==> config.mk <==
export PLATFORM = sky130hd
export DESIGN_NAME = lru_key_value_cache
export DESIGN_NICKNAME = d
export VERILOG_FILES = /design/src/lkv_pkg.sv /design/src/lkv_regs.sv /design/src/lkv_store.sv /design/src/lru_key_value_cache.sv
export SDC_FILE = /design/constraint.sdc
export NUM_CORES = 2
export LEC_CHECK = 0
export ABC_AREA = 0
export BUFFER_PORTS_ARGS = -buffer_cell sky130_fd_sc_hd__clkbuf_2
export CORE_ASPECT_RATIO = 2
export CORE_MARGIN = 2
export CORE_UTILIZATION = 55
export DETAILED_ROUTE_END_ITERATION = 8
export HOLD_SLACK_MARGIN = 0.08
export PLACE_DENSITY_LB_ADDON = 0.1
export SKIP_CTS_REPAIR_TIMING = 1
export SYNTH_ARGS = -nofsm -noshare
export SYNTH_HDL_FRONTEND = slang
export SYNTH_SLANG_ARGS = --single-unit
==> constraint.sdc <==
create_clock -name clk_i -period 8.45 [get_ports clk_i]
set_input_delay 0.4225 -clock clk_i [delete_from_list [all_inputs] [get_ports clk_i]]
set_output_delay 0.4225 -clock clk_i [all_outputs]
set_load 0.005 [all_outputs]
==> src/lkv_pkg.sv <==
// Package for the LRU key-value cache: sizes, command and register codes,
// shared structs and the find-first helper. No dependencies.
`timescale 1ns / 1ps

package lkv_pkg;

  localparam int unsigned ENTRIES = 16;
  localparam int unsigned KEY_W   = 32;
  localparam int unsigned VALUE_W = 32;
  localparam int unsigned IDX_W   = $clog2(ENTRIES);
  localparam int unsigned CNT_W   = $clog2(ENTRIES + 1);
  localparam int unsigned CAP_W   = 5;
  localparam int unsigned ADDR_W  = 3;
  localparam int unsigned DATA_W  = 32;

  localparam logic [CAP_W-1:0] CAP_RESET = CAP_W'(ENTRIES);

  // register index, taken from paddr[2]
  localparam logic REG_CAPACITY = 1'b0;

  localparam logic CMD_GET = 1'b0;
  localparam logic CMD_PUT = 1'b1;

  typedef struct packed {
    logic               cmd;
    logic [KEY_W-1:0]   key;
    logic [VALUE_W-1:0] value;
  } lkv_op_t;

  typedef struct packed {
    logic               hit;
    logic [VALUE_W-1:0] read_value;
  } lkv_res_t;

  typedef struct packed {
    logic [ENTRIES-1:0] valid;
    logic [CNT_W-1:0]   count;
  } lkv_status_t;

  // lowest set bit position, zero when none is set
  function automatic logic [IDX_W-1:0] first_set(input logic [ENTRIES-1:0] vec);
    logic [IDX_W-1:0] idx;
    idx = '0;
    for (int i = ENTRIES - 1; i >= 0; i--) begin
      if (vec[i]) idx = IDX_W'(i);
    end
    return idx;
  endfunction

endpackage

==> src/lkv_regs.sv <==
// APB-style configuration register block: holds the capacity register.
// Depends on lkv_pkg.
`timescale 1ns / 1ps

module lkv_regs
  import lkv_pkg::*;
(
  input  logic              clk_i,
  input  logic              rst_ni,
  input  logic              psel,
  input  logic              penable,
  input  logic              pwrite,
  input  logic [ADDR_W-1:0] paddr,
  input  logic [DATA_W-1:0] pwdata,
  output logic [DATA_W-1:0] prdata,
  output logic              pready,
  output logic [CAP_W-1:0]  capacity_o
);

  logic [CAP_W-1:0] cap_q, cap_d;
  logic             wr_en;
  logic             sel_cap;

  assign pready  = 1'b1;
  assign sel_cap = (paddr[2] == REG_CAPACITY);
  assign wr_en   = psel & penable & pwrite & pready;

  always_comb begin
    cap_d = cap_q;
    if (wr_en && sel_cap) cap_d = pwdata[CAP_W-1:0];
  end

  always_ff @(posedge clk_i or negedge rst_ni) begin
    if (!rst_ni) begin
      cap_q <= CAP_RESET;
    end else begin
      cap_q <= cap_d;
    end
  end

  assign prdata     = sel_cap ? DATA_W'(cap_q) : '0;
  assign capacity_o = cap_q;

endmodule

==> src/lkv_store.sv <==
// Entry store of the LRU cache: key/value registers, recency ranks, parallel
// lookup, eviction and insertion for one operation per cycle. Depends on lkv_pkg.
`timescale 1ns / 1ps

module lkv_store
  import lkv_pkg::*;
(
  input  logic             clk_i,
  input  logic             rst_ni,
  input  logic             op_vld_i,
  input  lkv_op_t          op_i,
  input  logic [CAP_W-1:0] capacity_i,
  output lkv_res_t         res_o,
  output lkv_status_t      status_o
);

  logic [ENTRIES-1:0] valid_q, valid_d;
  logic [IDX_W-1:0]   rank_q [ENTRIES];
  logic [IDX_W-1:0]   rank_d [ENTRIES];
  logic [CNT_W-1:0]   count_q, count_d;
  logic [KEY_W-1:0]   key_q [ENTRIES];
  logic [VALUE_W-1:0] value_q [ENTRIES];

  logic [ENTRIES-1:0] hit_vec;
  logic [ENTRIES-1:0] victim_vec;
  logic [ENTRIES-1:0] valid_ev;
  logic               hit;
  logic [IDX_W-1:0]   hit_idx;
  logic [IDX_W-1:0]   hit_rank;
  logic [IDX_W-1:0]   slot;
  logic [IDX_W-1:0]   lru_rank;
  logic [CAP_W-1:0]   cap_sat;
  logic               do_evict;
  logic               wr_key, wr_val;
  logic [IDX_W-1:0]   wr_idx;

  always_comb begin
    for (int i = 0; i < ENTRIES; i++) begin
      hit_vec[i] = valid_q[i] && (key_q[i] == op_i.key);
    end
  end

  assign hit      = |hit_vec;
  assign hit_idx  = first_set(hit_vec);
  assign hit_rank = rank_q[hit_idx];

  // capacity saturates into 1..ENTRIES
  always_comb begin
    if (capacity_i == '0) begin
      cap_sat = CAP_W'(1);
    end else if (capacity_i > CAP_W'(ENTRIES)) begin
      cap_sat = CAP_W'(ENTRIES);
    end else begin
      cap_sat = capacity_i;
    end
  end

  assign do_evict = (count_q >= CNT_W'(cap_sat));

  // ranks of valid entries are distinct, so the LRU one holds count-1
  assign lru_rank = IDX_W'(count_q - CNT_W'(1));

  always_comb begin
    for (int i = 0; i < ENTRIES; i++) begin
      victim_vec[i] = valid_q[i] && (rank_q[i] == lru_rank);
    end
  end

  assign valid_ev = do_evict ? (valid_q & ~victim_vec) : valid_q;
  assign slot     = first_set(~valid_ev);

  always_comb begin
    valid_d = valid_q;
    rank_d  = rank_q;
    count_d = count_q;
    wr_key  = 1'b0;
    wr_val  = 1'b0;
    wr_idx  = hit_idx;
    if (op_vld_i) begin
      if (hit) begin
        // touch: entries more recent than the hit age by one
        for (int i = 0; i < ENTRIES; i++) begin
          if (valid_q[i] && (rank_q[i] < hit_rank)) rank_d[i] = rank_q[i] + IDX_W'(1);
        end
        rank_d[hit_idx] = '0;
        wr_val = (op_i.cmd == CMD_PUT);
      end else if (op_i.cmd == CMD_PUT) begin
        valid_d = valid_ev;
        for (int i = 0; i < ENTRIES; i++) begin
          if (valid_ev[i]) begin
            rank_d[i] = rank_q[i] + IDX_W'(1);
          end else begin
            rank_d[i] = '0;
          end
        end
        valid_d[slot] = 1'b1;
        rank_d[slot]  = '0;
        if (do_evict) begin
          count_d = count_q;
        end else begin
          count_d = count_q + CNT_W'(1);
        end
        wr_key = 1'b1;
        wr_val = 1'b1;
        wr_idx = slot;
      end
    end
  end

  always_ff @(posedge clk_i or negedge rst_ni) begin
    if (!rst_ni) begin
      valid_q <= '0;
      count_q <= '0;
      for (int i = 0; i < ENTRIES; i++) begin
        rank_q[i] <= '0;
      end
    end else begin
      valid_q <= valid_d;
      count_q <= count_d;
      rank_q  <= rank_d;
    end
  end

  always_ff @(posedge clk_i) begin
    if (wr_key) key_q[wr_idx] <= op_i.key;
    if (wr_val) value_q[wr_idx] <= op_i.value;
  end

  assign res_o.hit        = hit;
  assign res_o.read_value = (hit && (op_i.cmd == CMD_GET)) ? value_q[hit_idx] : '0;
  assign status_o.valid   = valid_q;
  assign status_o.count   = count_q;

endmodule

==> src/lru_key_value_cache.sv <==
// Top level of the LRU key-value cache: operation register, result register,
// config port and the entry store. Depends on lkv_pkg, lkv_regs, lkv_store.
//
// Usage:
//   Operations (cmd_i get/put, key_i, write_value_i) are transferred at a
//   rising edge with start high and busy low. busy is always low, so one
//   operation can be issued every cycle. The operation is registered, then
//   looked up and applied against the 16 entry registers; the next operation
//   sees the updated state. The result (hit_o, read_value_o) is held in the
//   result register, loaded from the lookup on the operation register, and
//   is marked by done_o for exactly one cycle. The receiver cannot stall,
//   so no result is ever held back.
//   Capacity is written through the APB-style port (address 0); the user
//   must do so only while idle, which the block itself does not enforce.
//   It saturates into 1..16 and takes effect on the next insertion.
//   Reset clears all entries, the occupancy count and the recency ranks and
//   sets capacity to 16; no clearing pass is needed.
`timescale 1ns / 1ps

module lru_key_value_cache
  import lkv_pkg::*;
(
  input  logic               clk_i,
  input  logic               rst_ni,
  input  logic               start,
  output logic               busy,
  input  logic               cmd_i,
  input  logic [KEY_W-1:0]   key_i,
  input  logic [VALUE_W-1:0] write_value_i,
  output logic               done_o,
  output logic               hit_o,
  output logic [VALUE_W-1:0] read_value_o,
  input  logic               psel,
  input  logic               penable,
  input  logic               pwrite,
  input  logic [ADDR_W-1:0]  paddr,
  input  logic [DATA_W-1:0]  pwdata,
  output logic [DATA_W-1:0]  prdata,
  output logic               pready
);

  logic             op_vld_q;
  lkv_op_t          op_q;
  logic             done_q;
  lkv_res_t         res_q;
  lkv_res_t         res;
  lkv_status_t      status;
  logic [CAP_W-1:0] capacity;
  logic             in_xfer;

  assign busy    = 1'b0;
  assign in_xfer = start & ~busy;

  lkv_regs u_regs (
    .clk_i      (clk_i),
    .rst_ni     (rst_ni),
    .psel       (psel),
    .penable    (penable),
    .pwrite     (pwrite),
    .paddr      (paddr),
    .pwdata     (pwdata),
    .prdata     (prdata),
    .pready     (pready),
    .capacity_o (capacity)
  );

  lkv_store u_store (
    .clk_i      (clk_i),
    .rst_ni     (rst_ni),
    .op_vld_i   (op_vld_q),
    .op_i       (op_q),
    .capacity_i (capacity),
    .res_o      (res),
    .status_o   (status)
  );

  always_ff @(posedge clk_i or negedge rst_ni) begin
    if (!rst_ni) begin
      op_vld_q <= 1'b0;
      done_q   <= 1'b0;
    end else begin
      op_vld_q <= in_xfer;
      done_q   <= op_vld_q;
    end
  end

  always_ff @(posedge clk_i) begin
    if (in_xfer) begin
      op_q.cmd   <= cmd_i;
      op_q.key   <= key_i;
      op_q.value <= write_value_i;
    end
    res_q <= res;
  end

  assign done_o       = done_q;
  assign hit_o        = res_q.hit;
  assign read_value_o = res_q.read_value;

  a_issue_to_done: assert property (@(posedge clk_i) disable iff (!rst_ni)
    in_xfer |=> ##1 done_o)
    else $error("transferred operation gave no result");

  a_done_has_op: assert property (@(posedge clk_i) disable iff (!rst_ni)
    done_o |-> $past(op_vld_q))
    else $error("result without operation");

  a_count_matches: assert property (@(posedge clk_i) disable iff (!rst_ni)
    $countones(status.valid) == int'(status.count))
    else $error("occupancy count out of step with valid entries");

  a_miss_zero: assert property (@(posedge clk_i) disable iff (!rst_ni)
    (done_o && !hit_o) |-> (read_value_o == '0))
    else $error("miss returned non-zero data");

endmodule

---- Word-level counts from Yosys, hierarchy flattened ----
Memories as Yosys holds them, arrays and structs flattened. A register that Yosys moved wholly into a read port is not among the register bits.
Cells that the tools add are included.
storage, ports and cells
  register bits ........................... 158
  bits in writable memories ............... 1024
  logic and storage cells ................. 348
  memories ................................ 2
memory list
  name             depth  bits a word  rd ports  clocked after Yosys merged registers in  wr ports  line             source
  u_store.key_q    16     32           16        0                                        1         lkv_store.sv:21  logic [KEY_W-1:0] key_q [ENTRIES];
  u_store.value_q  16     32           1         1                                        1         lkv_store.sv:22  logic [VALUE_W-1:0] value_q [ENTRIES];
cells by class
  $add $sub $neg .......................... 18
  order comparisons ....................... 24
  equality and inequality tests ........... 32
  multiplexer cells ....................... 171
  bitwise gates (word level) .............. 16
  reduce and logical (&&, ||, !) cells .... 60
operator list
  cell                 number
  $mux 4               151
  $eq 32x32->1         16
  $and 64x64->64       2
  $mux 64              2
  $not 64->64          2
  $add 4x1->4 const B  16
  $eq 4x4->1           16
  $lt 4x4->1           16
  $logic_and 1x1->1    53
  $demux 4 s4          2
  $not 16->16          2
  $and 16x16->16       1
  $bmux 4 s4           1
  $mux 16              1
  $or 16x16->16        1
  $reduce_or 16->1     1
  $mux 5               3
  $ge 5x5->1 const B   2
  $lt 5x1->1 const B   2
  $mux 1               10
  $not 4->5            2
  $add 5x1->5 const B  1
  $ge 5x5->1           1
  $gt 5x5->1 const B   1
  12 further kinds     16

---- Depth between registers and ports, before layout ----
  word-level depth ........................ 32
  mapped depth ............................ 24

---- Hierarchy ----
Synthesis repeated with hierarchy kept, for this count alone.
second synthesis, totals
  cells, all modules ...................... 4148
  area total of the unflattened synthesis .. 55006.5 um2
modules (own cells, without submodules)
  module               times used  cells an instance  area each (um2)
  lkv_store            1           4000               51864.7
  lru_key_value_cache  1           102                2673.8
  lkv_regs             1           46                 467.9

---- Worst setup path before layout ----
Ideal clock, no wire load.
  path kind ............................... reg-to-reg
  start point ............................. reg u_store.count_q[0]
  end point ............................... mem u_store.key_q[13][0] (enable)
  setup time .............................. 461 ps
  data arrival time ....................... 6619 ps
  path slack .............................. 1370 ps
  stages on the path, launching flop included .. 21
  period minus slack after synthesis ...... 7080 ps
  cells stage by stage .................... dfrtp_1 -> buf_2 -> buf_1 -> inv_1 -> ha_1 -> nand2b_1 -> a21o_1 -> a21o_1 -> a21o_1 -> a21oi_1 -> clkbuf_1 -> clkbuf_1 -> o21ai_0 -> a221oi_1 -> nor2_1 -> a311oi_1 -> o21bai_1 -> o21ai_1 -> nand2_1 -> clkbuf_1 -> nor3_1
between the ends
  cells in the longest elaborated chain, start to end .. 26
  elaborated cells on any way between the ends .. 57
  those cells by class .................... add/sub: 1; order compare: 1; eq/ne: 16; mux: 20; bitwise: 3; reduce/logical: 16
ends and longest elaborated chain
  item                     line              source
  from (decl)              lkv_store.sv:20   logic [CNT_W-1:0] count_q, count_d;
  from (signal assigned)   lkv_store.sv:119  count_q <= count_d;
  $sub 4x1->4 (*)          lkv_store.sv:61   assign lru_rank = IDX_W'(count_q - CNT_W'(1));
  net u_store.lru_rank[0]  lkv_store.sv:31   logic [IDX_W-1:0] lru_rank;
  $eq 4x4->1               lkv_store.sv:65   victim_vec[i] = valid_q[i] && (rank_q[i] == lru_rank);
  $logic_and 1x1->1        lkv_store.sv:65
  $not 16->16 (*)          lkv_store.sv:69   assign valid_ev = do_evict ? (valid_q & ~victim_vec) : valid_q;
  $and 16x16->16 (*)       lkv_store.sv:69
  $mux 16 (*)              lkv_store.sv:69
  $not 16->16 (*)          lkv_store.sv:70   assign slot = first_set(~valid_ev);
  $mux 4 (15 in series)    lkv_pkg.sv:45     if (vec[i]) idx = IDX_W'(i);
  $mux 4 (*)               lkv_pkg.sv:45
  $mux 4 (*)               lkv_store.sv:87   end else if (op_i.cmd == CMD_PUT) begin
  $mux 4 (*)               lkv_store.sv:80   if (hit) begin
  $mux 4 (*)               lkv_store.sv:79   if (op_vld_i) begin
  to (decl)                lkv_store.sv:21
The timed path passes the listed nets; every way through them passes the cells marked *.

---- Worst setup path in the final report ----
  start point ............................. reg op_q[37] (netlist name)
  end point ............................... reg u_store.rank_q[12] (netlist name)
between the ends
  cells in the longest elaborated chain, start to end .. 29
  elaborated cells on any way between the ends .. 68
  those cells by class .................... order compare: 3; eq/ne: 16; mux: 25; bitwise: 3; reduce/logical: 21
ends and longest elaborated chain
  item                                        line                              source
  from (decl)                                 lru_key_value_cache.sv:43         lkv_op_t op_q;
  $eq 32x32->1                                lkv_store.sv:39                   hit_vec[i] = valid_q[i] && (key_q[i] == op_i.key);
  $logic_and 1x1->1                           lkv_store.sv:39
  $mux 4 (16 in series)                       lkv_pkg.sv:45
  $not 4->5 (implied by the code)             lkv_store.sv:45, lkv_store.sv:85
  $bmux 4 s4                                  lkv_store.sv:45                   assign hit_rank = rank_q[hit_idx];
  $mux 4 (implied by the code) (2 in series)  lkv_store.sv:45
  $lt 4x4->1                                  lkv_store.sv:83                   if (valid_q[i] && (rank_q[i] < hit_rank)) rank_d[i] = rank_q[i] + IDX_W'(1);
  $logic_and 1x1->1                           lkv_store.sv:83
  $mux 4                                      lkv_store.sv:83
  $mux 4                                      lkv_store.sv:80
  $mux 4                                      lkv_store.sv:79
  $and 64x64->64 (no line)                    n/a
  $mux 64                                     lkv_store.sv:80
  to (signal assigned)                        lkv_store.sv:120                  rank_q <= rank_d;
  to (decl)                                   lkv_store.sv:18                   logic [IDX_W-1:0] rank_q [ENTRIES];
Several ways; a longest one is shown, not always the timed one. The select of a mux whose other input is x is not followed.
A chain may end at the register's enable or synchronous reset.

==> summary.md <==
| Metric | Value |
|---|---|
| Type of element capturing the critical path | flop |
| Commonest cells post-synth | 1,089 x edfxtp_1, 427 x xor2_1, 208 x a21oi_1 |
| Achievable clock frequency | 0.135 GHz |
| GP Congestion | between 0.9 and 1 |
| Pins Over Slew Limit | 0 |
| Type of origin of the critical path | flop |
| Hpwl dp | 100,000 um |
| GRT Overall Usage | ~30% |
| # fillers | between 7k and 8k |
| Routed WL | 155,000 um |
| Total CTS buffers | 103 |
| Post-route design area | 0.0618 mm^2 |
| Post-synthesis sequential area ratio | 65.3% |
| Synth area leaders | edfxtp_1 60%, xor2_1 6.8%, dfrtp_1 4.2% |
| Setup CP Type | reg2reg |
| Total chip power | roughly 15 mW |
| DIE WIDTH | 227 um |
| Tmin final | between 7 and 8 ns |
| Mapped cell area | 0.0546 mm^2 |
| Crit path setup slack, layout | 1.03 ns |
| Global-route wire length before repair | 223,000 um |
| Vias | 34.4k |
| Yosys reg bits | 1,214 |
| Hold Crit Class | in2reg |
| Footprint of the multi-input gates | 0.0179 mm^2 |
| Maximum level of the CTS H-tree | 3 |
| I/O pin count | 174 |
| Max Cap Violations | 0 |
| Starting Density | between 50% and 60% |
| Initial antenna violation count | 1 |
| Cell Pwr Density | approximately 240 mW/mm^2 |
| Peak VDD IR | 190 uV |
| Final setup fails | 0 |
| Core ar. | between 0.09 and 0.1 mm^2 |
| Unrepaired setup endpoints after global routing | no |
| Top cell type's share of synthesized area | 59.9% |
| Fin cells | 5,591 |
| Die area | 0.102 mm^2 |
| Worst slew margin | 12.1% |
| Die Y | 450 um |
| Hold Vio Cnt, Final | 0 |
| Warnings from Yosys | 0 |
| First-pass DRT Iterations | 6 |
| Most area-hungry cell type in the Yosys netlist | edfxtp_1 |
| CP max stage cell | edfxtp_1 |
| Clock tree buffer depth | 3 |
| Pre-CTS setup slack | 1.27 ns |
| Critical path's most frequent cell | a21oi_1 |
| Antenna viol nets, final | 0 |
| Number of vias per cell | 6.16 |
| Share of flip-flops with an asynchronous set or reset | 7.58% |
| Syn Area/Cell | 13.9 um^2 |
| Share of layout cells above drive strength 1 | 12.4% |
| CP delay by family, top | compound AO/OA/AOI/OAI gates |
| Placed standard-cell area | 0.0575 mm^2 |
| Top_reg_cell synth | edfxtp_1 |
| Cell chain of the critical path | xor2_1, nor4_1, nand4_1, or4_1, o21ai_1, a21o_1, a21oi_2, o41a_2, nor2b_1, a211oi_1, a21oi_1, nor2_1, a21oi_1, o221ai_2, ha_1, or3_1, o2111a_1, a211o_1, mux2_2 |
| FF+latch area | 0.0357 mm^2 |
| Max Clock Skew | 0.0355 ns |
| Worst path bufs/invs | 0 |
| Drc violations | 0 |
| Total clock sinks | 1,214 |
| Number of global-route vias before repair | 34.5k |
| Largest net degree at the start of global routing | 88 |
| Fin util | between 60 and 70% |
| Critical path required time | 9.04 ns |
| Worst-Margin Slew | 1.30 ns |
| Routed WL per cell | between 20 and 30 um |
| Gate count after technology mapping | 3,919 |
| Worst path max stage delay | 1.01 ns |
| Clock Latency Late Sink | 0.73 ns |
| Lkg Pwr | between 20 and 25 nW |
| I/O Buffers | between 100 and 150 |
| Worst hold margin | 0.188 ns |
| CTS Root Cell | clkbuf_16 |
| Status | finished, final reports clean |
| Fin crit share | 87.8% |
| Site Rows | 163 |
| Most common cell in the netlist | edfxtp_1 |
| Post-synth EDFFs | 1,089 |
| CTS tree | done |
| Grt total ovfl | 0 |
| WP data arrival | 8.01 ns |
| Reg clk slew, reported paths | 0.07 ns |
| Setup TNS | 0 ns |
| Placed instance count | 5,328 |
| Area Overhead vs Synth | 13.1% |
| Worst-path fanout max | 15 |
| DRT iter0 DRCs | 2,765 |
| Nets | 4,361 |
| Unique cell type count in the Yosys netlist | 87 |
[flip-flops by register name, indices dropped and copies added, names as in the netlist]
signal	count
u_store.count_q	5
u_regs.capacity_o	5
op_vld_q	1
u_store.value_q	512
hit_o	1
u_store.key_q	512
done_o	1
op_q	65
u_store.valid_q	16
read_value_o	32
u_store.rank_q	64
[cell usage in the layout, fill, tap and decap left out, drive strengths merged, types with 45 or more instances in the layout]
| cell type | Yosys | final |
|---|---|---|
| ha | 71 | 71 |
| dlygate4sd3 | 0 | 71 |
| a21oi | 210 | 210 |
| nand3 | 58 | 58 |
| a211oi | 202 | 202 |
| xnor2 | 166 | 166 |
| nor4 | 160 | 160 |
| buf | 122 | 171 |
| mux2i | 147 | 147 |
| nand4 | 120 | 120 |
| nor2 | 111 | 111 |
| nand2b | 45 | 45 |
| nand2 | 101 | 101 |
| xor2 | 427 | 427 |
| and2 | 135 | 135 |
| dfrtp | 91 | 91 |
| nor3 | 82 | 82 |
| edfxtp | 1089 | 1089 |
| o21ai | 98 | 98 |
| clkbuf | 100 | 249 |
[report_power, final]
| group | leakage (nW) | internal (mW) | switching, mW |
|---|---|---|---|
| combinational | 7.70 | 0.860 | 1.54 |
| clock | 1.73 | 2.88 | 2.16 |
| sequential | 11.3 | 6.82 | 0.304 |
| total | 20.8 | 10.6 | 4.00 |
[kinds of logic after synthesis]
logic type / share of synthesized area (%)
buffers and inverters: 2.54
and+or+nand+nor: 9.59
other: 0.0138
DFF: 65.3
xor gates and xnor gates: 9.51
muxes: 3.11
AOI/OAI and AO/OA: 8.30
adders and majority gates: 1.63
[layer usage]
layer | part of all wire, % | vias to the layer above | GRT usage [%]
met5 | 0 | - | 0
met4 | 8.9 | 0 | 23.7
met3 | 4.6 | 533 | 3.89
met2 | 52 | 1272 | 54.2
met1 | 34 | 17200 | 32.2
li1 | - | 15400 | -
[layout make-up]
type | instances | share of cell area [%]
tap | 1320 | 2.67
antenna | 1 | 0.00405
multi-input combinational | 2471 | 29.0
sequential | 1214 | 57.7
timing repair buffer | 355 | 4.57
inverter | 39 | 0.237
clock buffer | 136 | 4.59
clock inverter | 55 | 1.17
[final timing paths]
kind / from / to / slack [ns] / depth (start not counted)
hold / removal: start / op_q[18] / 0.19 / 1
hold reg to reg: u_store.count_q[4] / u_store.count_q[4] / 0.48 / 1
min in group asynchronous: rst_ni / u_regs.capacity_o[0] / 0.30 / 2
setup / recovery: op_q[37] / u_store.rank_q[12] / 1.03 / 19
setup reg to reg: op_q[37] / u_store.rank_q[12] / 1.03 / 19
max in group asynchronous: rst_ni / u_store.rank_q[1] / 6.92 / 3
Power figures use the tool's default switching activity.
